--- src/sv/rrq_pkg.sv ---
package rrq_pkg;

    // Thread id width, fixed by the request and result fields
    localparam int ID_W = 5;

    // Default table size
    localparam int MAX_THREADS_DEF = 32;

    // Operation codes of a request
    localparam logic [1:0] KIND_YIELD = 2'd0;
    localparam logic [1:0] KIND_BLOCK = 2'd1;
    localparam logic [1:0] KIND_WAKE  = 2'd2;
    localparam logic [1:0] KIND_FORCE = 2'd3;

    // Per-cycle command to the queue cells
    typedef struct packed {
        logic            shift;  // every cell takes its neighbour's id (pop head)
        logic            wr;     // selected cell loads din
        logic [ID_W-1:0] din;
    } rrq_ctl_t;

endpackage

--- src/sv/round_robin_run_queue_unit.sv ---
// Yield, block, wake and a rejected force: taken in IDLE, run in EXEC once the result slot
// is free, result registered. Accepted force: EXEC, then SCAN pops each queued id once and
// requeues it at the tail unless it is the target. Requests are taken only in IDLE.
// Reset (rst_n, async, active low): queue empty, idle and current thread 0, only thread 0 runnable.
// The queue cells hold payload only; no clearing pass is needed.
module round_robin_run_queue_unit #(
    parameter int MAX_THREADS = rrq_pkg::MAX_THREADS_DEF
) (
    input  logic                     clk,
    input  logic                     rst_n,
    // request channel
    input  logic                     req_valid,
    output logic                     req_stall,
    input  logic [1:0]               kind,
    input  logic [rrq_pkg::ID_W-1:0] thread_id,
    // result channel
    output logic                     res_valid,
    input  logic                     res_stall,
    output logic [rrq_pkg::ID_W-1:0] run_tid,
    output logic                     switched,
    output logic                     status,
    // idle thread register write
    input  logic                     cfg_valid,
    output logic                     cfg_ready,
    input  logic [rrq_pkg::ID_W-1:0] idle_tid
);
    import rrq_pkg::*;

    localparam int IDX_W = $clog2(MAX_THREADS);
    localparam int CNT_W = $clog2(MAX_THREADS + 1);
    localparam int EXT_W = ID_W + IDX_W;

    // Sequencer: IDLE takes a request, EXEC runs it, SCAN rotates the
    // queue for a force and then finishes it once the count reaches zero.
    localparam logic [1:0] S_IDLE = 2'd0;
    localparam logic [1:0] S_EXEC = 2'd1;
    localparam logic [1:0] S_SCAN = 2'd2;

    logic [1:0]             state_reg,   state_next;
    logic [1:0]             kind_reg,    kind_next;
    logic [ID_W-1:0]        tid_reg,     tid_next;
    logic [ID_W-1:0]        cur_reg,     cur_next;
    logic [ID_W-1:0]        idle_reg,    idle_next;
    logic [CNT_W-1:0]       count_reg,   count_next;
    logic [CNT_W-1:0]       scan_reg,    scan_next;
    logic [MAX_THREADS-1:0] flags_reg,   flags_next;
    logic                   res_valid_reg, res_valid_next;
    logic [ID_W-1:0]        run_tid_reg,     run_tid_next;
    logic                   switched_reg,    switched_next;
    logic                   status_reg,      status_next;

    rrq_ctl_t         ctl;
    logic [IDX_W-1:0] wpos;
    logic [ID_W-1:0]  head;

    logic             slot_free;
    logic             emit, emit_sw, emit_st;
    logic             empty, not_full, push, keep;
    logic [CNT_W-1:0] cnt_dec;
    logic [EXT_W-1:0] cur_wide, tid_wide;
    logic [IDX_W-1:0] cur_idx, tid_idx;
    logic             cur_in, tid_in, tid_runnable;

    rrq_chain #(
        .MAX_THREADS (MAX_THREADS)
    ) u_chain (
        .clk  (clk),
        .ctl  (ctl),
        .wpos (wpos),
        .head (head)
    );

    // Thread ids are 5 bits; the flag table may be narrower or wider.
    assign cur_wide     = {{IDX_W{1'b0}}, cur_reg};
    assign tid_wide     = {{IDX_W{1'b0}}, tid_reg};
    assign cur_idx      = cur_wide[IDX_W-1:0];
    assign tid_idx      = tid_wide[IDX_W-1:0];
    assign cur_in       = cur_wide < EXT_W'(MAX_THREADS);
    assign tid_in       = tid_wide < EXT_W'(MAX_THREADS);
    assign tid_runnable = tid_in && flags_reg[tid_idx];

    assign empty     = (count_reg == '0);
    assign not_full  = count_reg < CNT_W'(MAX_THREADS);
    assign cnt_dec   = count_reg - CNT_W'(1);
    assign slot_free = !res_valid_reg || !res_stall;
    assign keep      = (head != tid_reg);

    always_comb
    begin
        state_next = state_reg;
        kind_next  = kind_reg;
        tid_next   = tid_reg;
        cur_next   = cur_reg;
        count_next = count_reg;
        scan_next  = scan_reg;
        flags_next = flags_reg;
        ctl        = '0;
        wpos       = '0;
        emit       = 1'b0;
        emit_sw    = 1'b0;
        emit_st    = 1'b0;
        push       = 1'b0;

        unique case (state_reg)
            S_IDLE:
            begin
                if (req_valid)
                begin
                    kind_next  = kind;
                    tid_next   = thread_id;
                    state_next = S_EXEC;
                end
            end

            S_EXEC:
            begin
                case (kind_reg)
                    KIND_YIELD:
                    begin
                        if (slot_free)
                        begin
                            if (cur_in)
                            begin
                                flags_next[cur_idx] = 1'b1;
                            end
                            push = (cur_reg != idle_reg) && not_full;
                            // empty queue: the pushed thread pops straight back
                            if (empty)
                            begin
                                cur_next = push ? cur_reg : idle_reg;
                            end
                            else
                            begin
                                ctl.shift  = 1'b1;
                                ctl.wr     = push;
                                ctl.din    = cur_reg;
                                wpos       = cnt_dec[IDX_W-1:0];
                                cur_next   = head;
                                count_next = cnt_dec + CNT_W'(push);
                            end
                            emit       = 1'b1;
                            emit_sw    = 1'b1;
                            state_next = S_IDLE;
                        end
                    end

                    KIND_BLOCK:
                    begin
                        if (slot_free)
                        begin
                            if (cur_in)
                            begin
                                flags_next[cur_idx] = 1'b0;
                            end
                            if (empty)
                            begin
                                cur_next = idle_reg;
                            end
                            else
                            begin
                                ctl.shift  = 1'b1;
                                cur_next   = head;
                                count_next = cnt_dec;
                            end
                            emit       = 1'b1;
                            emit_sw    = 1'b1;
                            state_next = S_IDLE;
                        end
                    end

                    KIND_WAKE:
                    begin
                        if (slot_free)
                        begin
                            if (tid_runnable || !tid_in)
                            begin
                                emit_st = 1'b1;
                            end
                            else
                            begin
                                flags_next[tid_idx] = 1'b1;
                                if (not_full)
                                begin
                                    ctl.wr     = 1'b1;
                                    ctl.din    = tid_reg;
                                    wpos       = count_reg[IDX_W-1:0];
                                    count_next = count_reg + CNT_W'(1);
                                end
                            end
                            emit       = 1'b1;
                            state_next = S_IDLE;
                        end
                    end

                    KIND_FORCE:
                    begin
                        if (!tid_runnable)
                        begin
                            if (slot_free)
                            begin
                                emit       = 1'b1;
                                emit_st    = 1'b1;
                                state_next = S_IDLE;
                            end
                        end
                        else
                        begin
                            if (cur_in)
                            begin
                                flags_next[cur_idx] = 1'b1;
                            end
                            scan_next  = count_reg;
                            state_next = S_SCAN;
                        end
                    end
                endcase
            end

            S_SCAN:
            begin
                if (scan_reg != '0)
                begin
                    // pop the head and requeue it at the tail unless it is the target
                    ctl.shift  = 1'b1;
                    ctl.wr     = keep;
                    ctl.din    = head;
                    wpos       = cnt_dec[IDX_W-1:0];
                    count_next = cnt_dec + CNT_W'(keep);
                    scan_next  = scan_reg - CNT_W'(1);
                end
                else if (slot_free)
                begin
                    if ((cur_reg != tid_reg) && not_full)
                    begin
                        ctl.wr     = 1'b1;
                        ctl.din    = cur_reg;
                        wpos       = count_reg[IDX_W-1:0];
                        count_next = count_reg + CNT_W'(1);
                    end
                    cur_next   = tid_reg;
                    emit       = 1'b1;
                    emit_sw    = 1'b1;
                    state_next = S_IDLE;
                end
            end

            default:
            begin
                state_next = S_IDLE;
            end
        endcase

        idle_next      = cfg_valid ? idle_tid : idle_reg;
        res_valid_next = emit || (res_valid_reg && res_stall);
        run_tid_next   = emit ? cur_next : run_tid_reg;
        switched_next  = emit ? emit_sw  : switched_reg;
        status_next    = emit ? emit_st  : status_reg;
    end

    always_ff @(posedge clk or negedge rst_n)
    begin
        if (!rst_n)
        begin
            state_reg     <= S_IDLE;
            cur_reg       <= '0;
            idle_reg      <= '0;
            count_reg     <= '0;
            scan_reg      <= '0;
            flags_reg     <= MAX_THREADS'(1);
            res_valid_reg <= 1'b0;
        end
        else
        begin
            state_reg     <= state_next;
            cur_reg       <= cur_next;
            idle_reg      <= idle_next;
            count_reg     <= count_next;
            scan_reg      <= scan_next;
            flags_reg     <= flags_next;
            res_valid_reg <= res_valid_next;
        end
    end

    // request and result payload
    always_ff @(posedge clk)
    begin
        kind_reg     <= kind_next;
        tid_reg      <= tid_next;
        run_tid_reg  <= run_tid_next;
        switched_reg <= switched_next;
        status_reg   <= status_next;
    end

    assign req_stall = (state_reg != S_IDLE);
    assign cfg_ready = 1'b1;
    assign res_valid = res_valid_reg;
    assign run_tid   = run_tid_reg;
    assign switched  = switched_reg;
    assign status    = status_reg;

    a_count_bound: assert property (@(posedge clk) disable iff (!rst_n)
        count_reg <= CNT_W'(MAX_THREADS))
        else $error("queue count above table size");

    a_scan_bound: assert property (@(posedge clk) disable iff (!rst_n)
        state_reg == S_SCAN |-> scan_reg <= count_reg)
        else $error("rotation counter exceeds queue length");

    a_accept_exec: assert property (@(posedge clk) disable iff (!rst_n)
        req_valid && !req_stall |=> state_reg == S_EXEC)
        else $error("accepted request not executed");

    a_result_source: assert property (@(posedge clk) disable iff (!rst_n)
        $rose(res_valid_reg) |-> $past(state_reg) != S_IDLE)
        else $error("result raised without a request in flight");

endmodule

--- src/sv/rrq_cell.sv ---
module rrq_cell (
    input  logic                  clk,
    input  rrq_pkg::rrq_ctl_t     ctl,
    input  logic                  sel,
    input  logic [rrq_pkg::ID_W-1:0] nbr_id,
    output logic [rrq_pkg::ID_W-1:0] id
);
    import rrq_pkg::*;

    logic [ID_W-1:0] id_reg;
    logic [ID_W-1:0] id_next;

    // write wins over shift: it lands after the pop
    always_comb
    begin
        if (ctl.wr && sel)
        begin
            id_next = ctl.din;
        end
        else if (ctl.shift)
        begin
            id_next = nbr_id;
        end
        else
        begin
            id_next = id_reg;
        end
    end

    always_ff @(posedge clk)
    begin
        id_reg <= id_next;
    end

    assign id = id_reg;

endmodule

--- src/sv/rrq_chain.sv ---
module rrq_chain #(
    parameter int MAX_THREADS = rrq_pkg::MAX_THREADS_DEF
) (
    input  logic                              clk,
    input  rrq_pkg::rrq_ctl_t                 ctl,
    input  logic [$clog2(MAX_THREADS)-1:0]    wpos,
    output logic [rrq_pkg::ID_W-1:0]          head
);
    import rrq_pkg::*;

    localparam int IDX_W = $clog2(MAX_THREADS);

    logic [ID_W-1:0] cell_id [MAX_THREADS];

    genvar i;
    generate
        for (i = 0; i < MAX_THREADS; i++)
        begin : g_cell
            logic [ID_W-1:0] nbr;
            logic            sel;

            // tail cell has no neighbour behind it
            if (i == MAX_THREADS - 1)
            begin : g_tail
                assign nbr = cell_id[i];
            end
            else
            begin : g_body
                assign nbr = cell_id[i+1];
            end

            assign sel = (wpos == IDX_W'(i));

            rrq_cell u_cell (
                .clk    (clk),
                .ctl    (ctl),
                .sel    (sel),
                .nbr_id (nbr),
                .id     (cell_id[i])
            );
        end
    endgenerate

    assign head = cell_id[0];

endmodule

--- config.mk ---
export PLATFORM = sky130hd
export DESIGN_NAME = round_robin_run_queue_unit
export DESIGN_NICKNAME = d
export VERILOG_FILES = /design/src/sv/rrq_pkg.sv /design/src/sv/round_robin_run_queue_unit.sv /design/src/sv/rrq_cell.sv /design/src/sv/rrq_chain.sv
export SDC_FILE = /design/constraint.sdc
export NUM_CORES = 1
export LEC_CHECK = 0
export ABC_AREA = 1
export ABC_CLOCK_PERIOD_IN_PS = 3600
export BUFFER_PORTS_ARGS = -buffer_cell sky130_fd_sc_hd__buf_4
export CORE_MARGIN = 3
export CORE_UTILIZATION = 30
export CTS_BUF_LIST = sky130_fd_sc_hd__clkbuf_8
export CTS_CLUSTER_SIZE = 8
export DETAILED_ROUTE_END_ITERATION = 10
export HOLD_SLACK_MARGIN = 0.03
export PLACE_DENSITY = 0.53
export SLEW_MARGIN = 25
export SYNTH_ARGS = -nofsm -noshare
export SYNTH_HDL_FRONTEND = slang
export SYNTH_SLANG_ARGS = --single-unit
--- constraint.sdc ---
create_clock -name clk -period 3.6 [get_ports clk]
set_input_delay 0.18 -clock clk [delete_from_list [all_inputs] [get_ports clk]]
set_output_delay 0.18 -clock clk [all_outputs]
set_load 0.02 [all_outputs]
==> impl_summary.log <==
[metrics] number of placed cells counting well taps: 2175
[metrics] die span in x: 216 µm
[metrics] number of cells produced by synthesis: 1586
[metrics] total of warnings raised by yosys: 0
[metrics] H-tree level count: 2
[metrics] estimated wirelength of the detail-placed design: 25000 µm
[metrics] clock tree from TritonCTS: done
[metrics] maximum buffer depth of the clock tree: 3
[metrics] unrepaired setup endpoints after global routing: true
[metrics] placer congestion estimate: 0.940
[metrics] maximum number of pins on one net before global-route repair: 65
[metrics] Post-synth EDFFs: 174
[metrics] count of placed standard cells in the final layout, fillers left out: 2281
[metrics] share of the synthesized area in the top cell type: 39.6%
[metrics] share of the yosys chip area belonging to registers: 50.5%
[metrics] starting density of the core: 30.5%
[metrics] overall die area: 46500 µm²
[metrics] relative slew slack: 48.8%
[metrics] First-pass DRT Iterations: 6
[metrics] number of clock sinks seen by CTS: 231
[metrics] total number of vias: 11500
[metrics] signal arrival time at the worst endpoint: 3530 ps
[metrics] area added between synthesis and finish: 18.5%
[metrics] status: finished clean
[metrics] maximum ir drop on the vdd rail: 0.000345 V
[metrics] syn nets: 1618
[metrics] Final setup viols: 0
[metrics] worst hold stages: 4
[metrics] category of the worst setup path launch point: flip-flop
[metrics] CORE AREA: 43300 µm²
[metrics] Die Height: 216 µm
[metrics] top achievable clock speed: 304 MHz
[metrics] 1st-iter DRT viols: 1054
[metrics] routed wire length: 37800 µm
[metrics] Final Max Slew Viols: 0
[metrics] type of element capturing the critical path: flip-flop
[metrics] cell at the root of the clock tree: clkbuf_8
[metrics] max FFs per register: 160
[metrics] first-pass GRT wire length: 60700 µm
[metrics] Period Utilization, post-route: 91.4%
[metrics] top flip-flop cell by instance count after synthesis: edfxtp_1
[metrics] vias per cell: 5.06
[metrics] leakage power summed over all cells: 6.67 nW
[metrics] cells taking the most area after synthesis: edfxtp_1 40%, nand2_1 17%, dfrtp_1 11%
[metrics] transition time at the pin with the least slew margin: 768 ps
[metrics] min-delay worst type: primary input to flip-flop
[metrics] DRC violations left: 0
[metrics] site row count: 76
[metrics] layout cell share with drive strength beyond 1: 13.6%
[metrics] overall fraction of global-route tracks in use: 16.1%
[metrics] mean area per synthesized cell: 8.31 µm²
[metrics] register bit count reported by yosys: 231
[metrics] clock latency at the later pin of the worst-skew pair: 580 ps
[metrics] number of input and output port buffers inserted: 25
[metrics] number of routed nets with antenna violations: 0
[metrics] commonest cells in the netlist: 598 x nand2_1, 174 x edfxtp_1, 103 x inv_1
[metrics] final-layout setup total negative slack: 0 ps
[metrics] total power divided by cell area: 707 nW/µm²
[metrics] Inserted Clock Buffers: 41
[metrics] CP required: 3840 ps
[metrics] cell with the most instances after synthesis: nand2_1
[metrics] type of the setup path with the least slack: flip-flop to flip-flop
[metrics] final routed wire length divided by cell count: 16.6 µm
[metrics] IO Count: 27
[metrics] clock slew at reported path FFs: 60 ps
[metrics] via count of the first global-routing pass: 11200
[metrics] mapped cell area: 13200 µm²
[metrics] residual overflow from global routing: 0
[metrics] critical path fanouts, max: 51
[metrics] clock period minus worst slack: 3290 ps
[metrics] total of max-cap violations: 0
[metrics] share of synthesized registers carrying an async set or reset: 24.7%
[metrics] depth of the worst register-to-register path: 14
[metrics] hold violation total from the final report: 0
[metrics] cell taking the most area after synthesis: edfxtp_1
[metrics] number of distinct library cells after synthesis: 49
[metrics] fin nets: 1698
[metrics] antenna violations before repair: 0
[metrics] # diodes: 0
[metrics] worst clock skew: 33.0 ps
## stage by stage
step                      power (W)  instance area [µm²]  worst slack [ps]  util [%]  hold WS [ps]
after global placement      0.00859                14500               223      33.5           313
after floorplan             0.00706                13200               791         -          -116
after global routing         0.0118                15600             -9.20      36.1           130
after CTS                    0.0110                15400              99.2      35.7          91.3
final                        0.0110                15600               310      36.1           128
after detailed placement    0.00861                14500               140      33.5           322
## report_power, final
part | internal, W | switching (W)
clock network | 0.00118 | 0.00111
logic | 0.00151 | 0.00305
registers | 0.00380 | 0.000397
## what timing repair did
| item | in CTS | in global routing |
|---|---|---|
| endpoints found under the hold margin | 68 | 0 |
| endpoints found under the setup margin | 0 | 98 |
| resized for setup | 0 | 6 |
| buffers inserted | 0 | 11 |
| hold buffers | 21 | 0 |
## worst max-delay path, stage by stage (launching register included)
cell	delay, ps
dfrtp_1	460
inv_2	170
ha_1	210
nand3_1	140
nor3_2	210
nor2_1	100
nor2_1	210
o22ai_1	100
nand2_1	80
o21ai_1	100
buf_4	170
nor2_4	180
buf_12	260
nand3_1	290
nand2_1	280
## placed cells by master (no fill, tap or decap), types with 21 or more instances in the layout
cell,instances
nand2_1,597
nor2_1,40
dlygate4sd3_1,21
inv_1,118
buf_4,96
edfxtp_1,174
nor3_1,22
o21ai_0,47
clkbuf_8,43
nand3_1,101
dfrtp_1,56
o22ai_1,25
nand4_1,88
a21oi_1,42
## cells by family after synthesis
| group | count (synthesis) | synth area share (%) |
|---|---|---|
| other cells | 1 | 0.0284 |
| mux | 2 | 0.171 |
| xor+xnor | 26 | 1.73 |
| fa+ha+maj | 15 | 1.42 |
| simple gates | 889 | 29.4 |
| flops | 231 | 50.5 |
| buf+inv | 217 | 6.92 |
| compound gates | 205 | 9.88 |
## layer usage
layer  vias up  track usage [%]  routed length, µm
met2       382             25.8              17200
met1      5440             21.3              17000
met4         0             7.03               1490
li1       5618                -                  -
met3        93             2.87               2190
met5         -            0.208                  0
## final timing paths
check | from | end | slack (ps)
setup / recovery | count_reg[0] | u_chain.g_cell[9].u_cell.id[3] | 310
hold / removal | req_valid | state_reg[0] | 130
setup reg to reg | count_reg[0] | u_chain.g_cell[9].u_cell.id[3] | 310
hold reg to reg | flags_reg[0] | flags_reg[0] | 490
max in group asynchronous | rst_n | idle_reg[0] | 2840
min in group asynchronous | rst_n | flags_reg[25] | 220
## final cells by class
cell class	count	area, µm²
fillers	4392	27600
flip-flops and latches	231	6650
multi-input cells	1139	5730
repair buffers	136	1310
well taps	585	732
clock buffers	43	592
inverters	117	439
clock inverters	30	161
No activity file was read; power rests on OpenSTA's default activity.
